**config.mk**
```make
export PLATFORM = sky130hd
export DESIGN_NAME = midpoint_ellipse_rasterizer_core
export DESIGN_NICKNAME = d
export VERILOG_FILES = /design/src/hdl/mprast_pkg.sv /design/src/hdl/midpoint_ellipse_rasterizer_core.sv
export SDC_FILE = /design/constraint.sdc
export NUM_CORES = 2
export LEC_CHECK = 0
export BUFFER_PORTS_ARGS = -buffer_cell sky130_fd_sc_hd__buf_2
export CAP_MARGIN = 20
export CORE_MARGIN = 5
export CORE_UTILIZATION = 52
export DETAILED_ROUTE_END_ITERATION = 7
export HOLD_SLACK_MARGIN = 0.06
export MAX_ROUTING_LAYER = met4
export PLACE_DENSITY = 0.71
export SYNTH_ARGS = -nofsm -noshare
export SYNTH_HDL_FRONTEND = slang
export SYNTH_SLANG_ARGS = --single-unit
```
**constraint.sdc**
```tcl
create_clock -name clk -period 9.4 [get_ports clk]
set_clock_uncertainty 0.1 [all_clocks]
set_input_delay 0.94 -clock clk [delete_from_list [all_inputs] [get_ports clk]]
set_output_delay 0.94 -clock clk [all_outputs]
set_load 0.05 [all_outputs]
```
**src/hdl/mprast_pkg.sv**
```systemverilog
// ----------------------------------------------------------------------------
// Midpoint ellipse rasterizer package
// Field widths, register indexes, operation codes and reset values shared by
// the rasterizer core.
// ----------------------------------------------------------------------------
package mprast_pkg;

    localparam int CENTER_W = 12;
    localparam int RADIUS_W = 11;
    localparam int DIM_W    = 13;
    localparam int PIX_W    = 14;
    localparam int ADDR_W   = 26;

    localparam logic [DIM_W-1:0] WIDTH_RESET  = 13'd640;
    localparam logic [DIM_W-1:0] HEIGHT_RESET = 13'd480;

    typedef enum logic
    {
        CFG_IMAGE_WIDTH  = 1'b0,
        CFG_IMAGE_HEIGHT = 1'b1
    } cfg_index_t;

    typedef enum logic
    {
        OP_START = 1'b0,
        OP_STEP  = 1'b1
    } operation_t;

endpackage

```
**src/hdl/midpoint_ellipse_rasterizer_core.sv**
```systemverilog
// ----------------------------------------------------------------------------
// Midpoint ellipse rasterizer core
// Two-region midpoint ellipse walker that emits four symmetric pixels per
// step with bounds flag and RGBA byte address.
// ----------------------------------------------------------------------------
// Usage:
//   The item channel (item_valid / item_stall) takes commands. A start word
//   latches center and semi-axes and produces no result; the core is busy
//   while one shared multiplier forms a*a, b*b and 4*a*a*b*b.
//   A step word occupies the core with multiplies on that same unit
//   (slope test, squared terms, two row products for the addresses),
//   then hands out four pixel words through the output register, one per
//   cycle while the receiver does not stall.
//   A step on a finished or idle ellipse yields one finished word, after
//   the slope test (finished) or directly (idle).
//   The result channel (result_valid / result_stall) is held while the
//   receiver stalls; the core simply waits with the next word.
//   item_stall is high whenever a command is being worked on.
//   Reset clears the current ellipse (idle), sets the image to 640 x 480
//   and empties the output register.
//   Configuration writes (cfg_write) must be made while idle; the core does not enforce this.
// ----------------------------------------------------------------------------
module midpoint_ellipse_rasterizer_core #(
    parameter int COORD_BITS      = 12,
    parameter int BYTES_PER_PIXEL = 4
) (
    input  logic                                     clk,
    input  logic                                     rst_n,
    input  logic                                     cfg_write,
    input  mprast_pkg::cfg_index_t                   cfg_index,
    input  logic [mprast_pkg::DIM_W-1:0]             cfg_data,
    input  logic                                     item_valid,
    output logic                                     item_stall,
    input  logic                                     operation,
    input  logic [mprast_pkg::CENTER_W-1:0]          center_x,
    input  logic [mprast_pkg::CENTER_W-1:0]          center_y,
    input  logic [mprast_pkg::RADIUS_W-1:0]          radius_x,
    input  logic [mprast_pkg::RADIUS_W-1:0]          radius_y,
    output logic                                     result_valid,
    input  logic                                     result_stall,
    output logic signed [mprast_pkg::PIX_W-1:0]      pixel_x,
    output logic signed [mprast_pkg::PIX_W-1:0]      pixel_y,
    output logic [mprast_pkg::ADDR_W-1:0]            byte_address,
    output logic                                     outside_image,
    output logic                                     finished,
    output logic                                     last_of_run
);

    import mprast_pkg::*;

    localparam int CW     = COORD_BITS;
    localparam int A2_W   = 2 * RADIUS_W;
    localparam int SQ_W   = 2 * CW + 3;
    localparam int MW     = (SQ_W > A2_W) ? SQ_W : A2_W;
    localparam int PRW    = 2 * MW;
    localparam int LHS_W  = A2_W + CW + 2;
    localparam int TERM_W = A2_W + SQ_W;
    localparam int AB_W   = 2 * A2_W + 2;
    localparam int DW     = ((TERM_W > AB_W) ? TERM_W : AB_W) + 2;
    localparam int SUM_W  = ((CW > CENTER_W) ? CW : CENTER_W) + 2;
    localparam int ROWP_W = 2 * DIM_W;

    typedef enum logic [3:0]
    {
        S_IDLE,
        S_PRE_A2,
        S_PRE_B2,
        S_PRE_AB,
        S_PRE_DONE,
        S_LHS,
        S_RHS,
        S_SX,
        S_SY,
        S_BX,
        S_AY,
        S_ROW0,
        S_ROW1,
        S_EMIT,
        S_FINISH
    } state_t;

    state_t                  state_reg;
    logic [DIM_W-1:0]        width_reg;
    logic [DIM_W-1:0]        height_reg;
    logic                    drawing_reg;
    logic                    second_region_reg;
    logic signed [CW-1:0]    point_x_reg;
    logic [CW-1:0]           point_y_reg;
    logic [CENTER_W-1:0]     held_center_x_reg;
    logic [CENTER_W-1:0]     held_center_y_reg;
    logic [RADIUS_W-1:0]     held_radius_x_reg;
    logic [RADIUS_W-1:0]     held_radius_y_reg;
    logic [1:0]              emit_idx_reg;

    logic                    out_valid_reg;
    logic signed [PIX_W-1:0] out_pixel_x_reg;
    logic signed [PIX_W-1:0] out_pixel_y_reg;
    logic [ADDR_W-1:0]       out_address_reg;
    logic                    out_outside_reg;
    logic                    out_finished_reg;
    logic                    out_last_reg;

    logic [PRW-1:0]          prod_reg;
    logic [A2_W-1:0]         a2_reg;
    logic [A2_W-1:0]         b2_reg;
    logic [AB_W-1:0]         ab4_reg;
    logic [LHS_W-1:0]        lhs_reg;
    logic [2*CW-1:0]         sx_reg;
    logic [SQ_W-1:0]         sy_reg;
    logic [TERM_W-1:0]       bx_reg;
    logic signed [DW-1:0]    d_reg;
    logic [ROWP_W-1:0]       row0_reg;

    logic                    item_accept;
    logic                    out_load;
    logic [MW-1:0]           mul_a;
    logic [MW-1:0]           mul_b;
    logic [CW-1:0]           xu;
    logic [CW:0]             two_x_m1;
    logic [CW:0]             sx_op;
    logic [CW+1:0]           two_y_p2;
    logic [CW+1:0]           sy_op;
    logic                    region_now;
    logic signed [SUM_W-1:0] xs;
    logic signed [SUM_W-1:0] ys;
    logic signed [SUM_W-1:0] cxs;
    logic signed [SUM_W-1:0] cys;
    logic signed [SUM_W-1:0] px_plus;
    logic signed [SUM_W-1:0] px_minus;
    logic signed [SUM_W-1:0] py_plus;
    logic signed [SUM_W-1:0] py_minus;
    logic signed [SUM_W-1:0] emit_px;
    logic signed [SUM_W-1:0] emit_py;
    logic [ROWP_W-1:0]       emit_rowp;
    logic                    emit_outside;
    logic [ROWP_W:0]         addr_sum;
    logic [ADDR_W-1:0]       emit_addr;

    assign item_stall  = (state_reg != S_IDLE);
    assign item_accept = item_valid && !item_stall;
    assign out_load    = !out_valid_reg || !result_stall;

    assign xu       = $unsigned(point_x_reg);
    assign two_x_m1 = {xu, 1'b0} - (CW+1)'(1);
    assign two_y_p2 = (CW+2)'({point_y_reg, 1'b0}) + (CW+2)'(2);
    assign sy_op    = second_region_reg ? {1'b0, point_y_reg, 1'b1} : two_y_p2;

    assign region_now = second_region_reg ||
                        !(!point_x_reg[CW-1] && (xu != '0) && (lhs_reg > prod_reg[LHS_W-1:0]));

    always_comb
    begin
        if (region_now)
        begin
            sx_op = (xu == '0) ? (CW+1)'(2) : ({xu, 1'b0} - (CW+1)'(2));
        end
        else
        begin
            sx_op = two_x_m1;
        end
    end

    assign xs       = SUM_W'(point_x_reg);
    assign ys       = $signed({{(SUM_W-CW){1'b0}}, point_y_reg});
    assign cxs      = $signed({{(SUM_W-CENTER_W){1'b0}}, held_center_x_reg});
    assign cys      = $signed({{(SUM_W-CENTER_W){1'b0}}, held_center_y_reg});
    assign px_plus  = cxs + xs;
    assign px_minus = cxs - xs;
    assign py_plus  = cys + ys;
    assign py_minus = cys - ys;

    always_comb
    begin
        emit_px   = (emit_idx_reg == 2'd0 || emit_idx_reg == 2'd1) ? px_plus : px_minus;
        emit_py   = (emit_idx_reg == 2'd0 || emit_idx_reg == 2'd3) ? py_plus : py_minus;
        emit_rowp = (emit_idx_reg == 2'd0 || emit_idx_reg == 2'd3) ? row0_reg
                                                                   : prod_reg[ROWP_W-1:0];
        emit_outside = emit_px[SUM_W-1] || emit_py[SUM_W-1] ||
                       (emit_px >= $signed({{(SUM_W-DIM_W){1'b0}}, width_reg})) ||
                       (emit_py >= $signed({{(SUM_W-DIM_W){1'b0}}, height_reg}));
        addr_sum  = {1'b0, emit_rowp} + (ROWP_W+1)'(emit_px[DIM_W-1:0]);
        emit_addr = emit_outside ? '0
                                 : ADDR_W'(addr_sum * (ROWP_W+1)'(BYTES_PER_PIXEL));
    end

    always_comb
    begin
        mul_a = '0;
        mul_b = '0;
        unique case (state_reg)
            S_PRE_A2:
            begin
                mul_a = MW'(held_radius_x_reg);
                mul_b = MW'(held_radius_x_reg);
            end
            S_PRE_B2:
            begin
                mul_a = MW'(held_radius_y_reg);
                mul_b = MW'(held_radius_y_reg);
            end
            S_PRE_AB:
            begin
                mul_a = MW'(a2_reg);
                mul_b = MW'(prod_reg[A2_W-1:0]);
            end
            S_LHS:
            begin
                mul_a = MW'(b2_reg);
                mul_b = MW'(two_x_m1);
            end
            S_RHS:
            begin
                mul_a = MW'(a2_reg);
                mul_b = MW'(two_y_p2);
            end
            S_SX:
            begin
                mul_a = MW'(sx_op);
                mul_b = MW'(sx_op);
            end
            S_SY:
            begin
                mul_a = MW'(sy_op);
                mul_b = MW'(sy_op);
            end
            S_BX:
            begin
                mul_a = MW'(b2_reg);
                mul_b = MW'(sx_reg);
            end
            S_AY:
            begin
                mul_a = MW'(a2_reg);
                mul_b = MW'(sy_reg);
            end
            S_ROW0:
            begin
                mul_a = MW'(py_plus[DIM_W-1:0]);
                mul_b = MW'(width_reg);
            end
            S_ROW1, S_EMIT:
            begin
                mul_a = MW'(py_minus[DIM_W-1:0]);
                mul_b = MW'(width_reg);
            end
            default:
            begin
                mul_a = '0;
                mul_b = '0;
            end
        endcase
    end

    always_ff @(posedge clk)
    begin
        prod_reg <= mul_a * mul_b;
        unique case (state_reg)
            S_PRE_B2:   a2_reg   <= prod_reg[A2_W-1:0];
            S_PRE_AB:   b2_reg   <= prod_reg[A2_W-1:0];
            S_PRE_DONE: ab4_reg  <= {prod_reg[2*A2_W-1:0], 2'b00};
            S_RHS:      lhs_reg  <= prod_reg[LHS_W-1:0];
            S_SY:       sx_reg   <= prod_reg[2*CW-1:0];
            S_BX:       sy_reg   <= prod_reg[SQ_W-1:0];
            S_AY:       bx_reg   <= prod_reg[TERM_W-1:0];
            S_ROW0:     d_reg    <= $signed(DW'(bx_reg)) + $signed(DW'(prod_reg[TERM_W-1:0]))
                                    - $signed(DW'(ab4_reg));
            S_ROW1:     row0_reg <= prod_reg[ROWP_W-1:0];
            default:
            begin
            end
        endcase
    end

    always_ff @(posedge clk or negedge rst_n)
    begin
        if (!rst_n)
        begin
            state_reg         <= S_IDLE;
            width_reg         <= WIDTH_RESET;
            height_reg        <= HEIGHT_RESET;
            drawing_reg       <= 1'b0;
            second_region_reg <= 1'b0;
            point_x_reg       <= '0;
            point_y_reg       <= '0;
            held_center_x_reg <= '0;
            held_center_y_reg <= '0;
            held_radius_x_reg <= '0;
            held_radius_y_reg <= '0;
            emit_idx_reg      <= '0;
            out_valid_reg     <= 1'b0;
            out_pixel_x_reg   <= '0;
            out_pixel_y_reg   <= '0;
            out_address_reg   <= '0;
            out_outside_reg   <= 1'b0;
            out_finished_reg  <= 1'b0;
            out_last_reg      <= 1'b0;
        end
        else
        begin
            if (cfg_write)
            begin
                unique case (cfg_index)
                    CFG_IMAGE_WIDTH:  width_reg  <= cfg_data;
                    CFG_IMAGE_HEIGHT: height_reg <= cfg_data;
                endcase
            end

            if (out_load)
            begin
                out_valid_reg <= (state_reg == S_EMIT) || (state_reg == S_FINISH);
            end

            unique case (state_reg)
                S_IDLE:
                begin
                    if (item_accept)
                    begin
                        if (operation == OP_START)
                        begin
                            held_center_x_reg <= center_x;
                            held_center_y_reg <= center_y;
                            held_radius_x_reg <= radius_x;
                            held_radius_y_reg <= radius_y;
                            point_x_reg       <= CW'(radius_x);
                            point_y_reg       <= '0;
                            second_region_reg <= 1'b0;
                            drawing_reg       <= 1'b1;
                            state_reg         <= S_PRE_A2;
                        end
                        else if (drawing_reg)
                        begin
                            state_reg <= S_LHS;
                        end
                        else
                        begin
                            state_reg <= S_FINISH;
                        end
                    end
                end
                S_PRE_A2:   state_reg <= S_PRE_B2;
                S_PRE_B2:   state_reg <= S_PRE_AB;
                S_PRE_AB:   state_reg <= S_PRE_DONE;
                S_PRE_DONE: state_reg <= S_IDLE;
                S_LHS:      state_reg <= S_RHS;
                S_RHS:      state_reg <= S_SX;
                S_SX:
                begin
                    second_region_reg <= region_now;
                    if (region_now && point_x_reg[CW-1])
                    begin
                        state_reg <= S_FINISH;
                    end
                    else
                    begin
                        state_reg <= S_SY;
                    end
                end
                S_SY:       state_reg <= S_BX;
                S_BX:       state_reg <= S_AY;
                S_AY:       state_reg <= S_ROW0;
                S_ROW0:     state_reg <= S_ROW1;
                S_ROW1:
                begin
                    emit_idx_reg <= '0;
                    state_reg    <= S_EMIT;
                end
                S_EMIT:
                begin
                    if (out_load)
                    begin
                        out_pixel_x_reg  <= emit_px[PIX_W-1:0];
                        out_pixel_y_reg  <= emit_py[PIX_W-1:0];
                        out_address_reg  <= emit_addr;
                        out_outside_reg  <= emit_outside;
                        out_finished_reg <= 1'b0;
                        out_last_reg     <= (emit_idx_reg == 2'd3);
                        if (emit_idx_reg == 2'd3)
                        begin
                            if (!second_region_reg)
                            begin
                                if (!d_reg[DW-1])
                                begin
                                    point_x_reg <= point_x_reg - CW'(1);
                                end
                                point_y_reg <= point_y_reg + CW'(1);
                            end
                            else
                            begin
                                if (d_reg[DW-1])
                                begin
                                    point_y_reg <= point_y_reg + CW'(1);
                                end
                                point_x_reg <= point_x_reg - CW'(1);
                            end
                            state_reg <= S_IDLE;
                        end
                        else
                        begin
                            emit_idx_reg <= emit_idx_reg + 2'd1;
                        end
                    end
                end
                S_FINISH:
                begin
                    if (out_load)
                    begin
                        out_pixel_x_reg  <= '0;
                        out_pixel_y_reg  <= '0;
                        out_address_reg  <= '0;
                        out_outside_reg  <= 1'b0;
                        out_finished_reg <= 1'b1;
                        out_last_reg     <= 1'b1;
                        drawing_reg      <= 1'b0;
                        state_reg        <= S_IDLE;
                    end
                end
            endcase
        end
    end

    assign result_valid  = out_valid_reg;
    assign pixel_x       = out_pixel_x_reg;
    assign pixel_y       = out_pixel_y_reg;
    assign byte_address  = out_address_reg;
    assign outside_image = out_outside_reg;
    assign finished      = out_finished_reg;
    assign last_of_run   = out_last_reg;

    // advance through the four symmetric pixels one word at a time
    a_emit_advance: assert property (@(posedge clk) disable iff (!rst_n)
        state_reg == S_EMIT && out_load && emit_idx_reg != 2'd3
        |=> state_reg == S_EMIT && emit_idx_reg == $past(emit_idx_reg) + 2'd1
            && result_valid && !last_of_run)
        else $error("pixel sequence skipped or stalled a word");

    // close a step with a valid last word and return to idle
    a_emit_close: assert property (@(posedge clk) disable iff (!rst_n)
        state_reg == S_EMIT && out_load && emit_idx_reg == 2'd3
        |=> state_reg == S_IDLE && result_valid && last_of_run && !finished)
        else $error("step did not close with its last pixel");

    // hold address at zero for finished and out-of-image words
    a_addr_zero: assert property (@(posedge clk) disable iff (!rst_n)
        result_valid && (finished || outside_image) |-> byte_address == '0)
        else $error("address set on finished or outside word");

endmodule
```
==> flow_metrics.py <==
metrics = {
    "timing": {
        "fmax_ghz": 0.110,
        "maxSlewViolCount": 0,
        "period_minus_slack_ns": 9.10,
        "tightest_slew_ns": 1.43,
        "hold_viol": 0,
        "fin_ws_ns": 0.299,
        "fin_tns_setup_ns": 0,
        "setup_violations": 0,
        "period_share_pct": 96.8,
        "relSlewSlack_pct": 4.77,
    },
    "worst_setup_path": {
        "path_max_fanout": 12,
        "crit_required_ns": 9.81,
        "crit_slowest_cell": "a211oi_1",
        "r2r-end": "prod_reg[25]",
        "critPathLaunch": "state_reg[1]",
        "cpPeakStageDelay_ns": 0.83,
        "ff2ff_setup_slack_ns": 0.30,
        "worstRegToRegCells": 29,
        "crit_type": "reg -> reg",
        "crit_top_cell": "fa_1",
        "critPathCapture": "prod_reg[25]",
        "cp_data_arrival_time_ns": 9.51,
        "r2r_start": "state_reg[1]",
        "start_kind": "flop",
        "end_kind": "flop",
    },
    "logic_synthesis": {
        "syn_area_um2": 42800,
        "ys_top_cells_by_count": "inv_1 (823), nand2_1 (557), fa_1 (545)",
        "async_flop_share_pct": 34.9,
        "synth_area_leader_cell": "fa_1",
        "ys_types": 91,
        "synthTopCellsByArea": "fa_1 (25%), edfxtp_1 (17%), ha_1 (9.7%)",
        "synth-edff-count": 249,
        "yosys_warnings": 0,
        "netlist.area_leader.share_pct": 25.5,
        "synth-seq-area-share_pct": 29.1,
        "yosysMostFrequentCell": "inv_1",
        "synth_ff_type": "edfxtp_1",
        "synth_cells": 4321,
        "syn_avg_cell_area_um2": 9.92,
        "ys_ff_latch": 458,
    },
    "final_layout": {
        "final_area_um2": 47800,
        "final_nets": 5482,
        "drive_gt1_share_pct": 12.9,
        "area_growth_pct": 11.5,
        "stdcell_count": 5654,
    },
    "drt": {
        "route.detailed.drc": 1,
        "drt-pass1-iter-count": 8,
        "vias": 32600,
        "wire_per_inst_um": 22.5,
        "ant_nets": 0,
        "drt-total-wl_mm": 127,
        "drt_iter0_markers": 3344,
        "routed_via_density": 5.77,
    },
    "global_route": {
        "grt_antenna_before_repair": 4,
        "track_usage_pct": 29.7,
        "grtUsageMet3_pct": 8.01,
        "grt_util_met2_pct": 42.7,
        "gr-usage-met1_pct": 41.8,
        "grt_max_degree": 71,
        "grt.busiest_layer": "met2",
        "grt_pass1_vias": 33500,
        "overflow": 0,
        "grt_pass1_wl_mm": 198,
    },
    "floorplanning": {
        "ios": 125,
        "core_um2": 81800,
        "die_w_um": 297,
        "start_util_pct": 52.3,
        "dieHeight_um": 297,
        "num_rows": 105,
        "die_area_um2": 88200,
    },
    "clocking": {
        "clockBufferDepth": 3,
        "clkTransAtPathRegs_ns": 0.07,
        "clock_latency_ns": 0.62,
        "root_buffer": "clkbuf_16",
        "cts_htree_levels": 2,
        "cts_num_sinks": 458,
        "cts_tree": "built",
        "cts_buffers": 49,
    },
    "placement": {
        "hpwlAfterDp_mm": 103,
        "place_congestion": 0.992,
        "portBuffers": 122,
        "dpl.cell_count": 5554,
        "place_area_um2": 45900,
        "dp_slack_ns": -0.0217,
    },
    "outcome": {
        "outcome": "complete, but fails checks",
        "failed_checks": "design-rule violations",
    },
    "job": {
        "cap_violations": 0,
    },
    "hold_path": {
        "hold_class": "in -> async",
    },
}
-- critical path: cells and delay by family (launching register included) --
kind	cells	cell delay, ns
XOR/XNOR	1	0.13
AND/OR/NAND/NOR	4	0.83
buffers and inverters	7	0.92
adder cells (fa/ha/maj)	8	3.79
flip-flops	1	0.51
AO/OA/AOI/OAI	9	2.67
-- cell type report --
type	count	area (µm²)
clock buffers	70	1360
flip-flops and latches	458	12500
repair buffers	353	2500
clock inverters	21	230
diodes	4	10.0
multi-input cells	2854	26800
fillers	6924	34100
inverters	824	3090
well taps	1070	1340
-- metal layers --
metal	vias up	wire, µm
li1	14400	-
met1	16300	53400
met2	1633	54500
met3	236	15400
met4	0	4050
met5	-	0
-- per-stage QoR --
stage               utilization [%]  hold WS [ns]
floorplan                         -         0.308
global placement               56.1         0.311
detailed placement             56.1         0.320
CTS                            58.0         0.120
global route                   58.4         0.150
finish                         58.4         0.130
-- layout by cell type, fill, tap and decap left out, types with 50 or more instances in the layout --
cell type  count
ha_1         324
buf_4        220
inv_1        823
mux2_2        78
and2_1        70
a22o_1        58
a21o_1        61
edfxtp_1     249
buf_2        121
nand2_1      555
a21oi_1      129
dfrtp_1      153
clkbuf_16     50
xnor2_1       94
nor2_1       247
fa_1         543
nand3_1       52
o21ai_0      115
-- worst min-delay path by stage --
stage                       startpoint                    to  depth (start not counted)
final                            rst_n  held_center_y_reg[9]                          1
after CTS                        rst_n  held_center_y_reg[9]                          1
after detailed placement  prod_reg[47]            bx_reg[47]                          0
after global placement    prod_reg[44]            bx_reg[44]                          0
after floorplan           prod_reg[44]            bx_reg[44]                          0
after global routing             rst_n  held_center_y_reg[9]                          1
-- logic make-up after synthesis --
kind of cell / synth area share, %
AOI/OAI and AO/OA: 10.0
xor gates and xnor gates: 2.60
adders and majority gates: 35.1
buffers and inverters: 9.01
DFF: 29.1
muxes: 2.38
other: 0.00875
and+or+nand+nor: 11.7
-- timing repair --
item | CTS | global route
buffers inserted | 0 | 3
resized for setup | 3 | 42
cloned | 0 | 1
endpoints found under the setup margin | 1 | 18
pin swaps | 0 | 13
hold buffers | 0 | 0
Power is not shown: default switching activity piles up to over one toggle a cycle in this logic, so the estimate is an artifact.
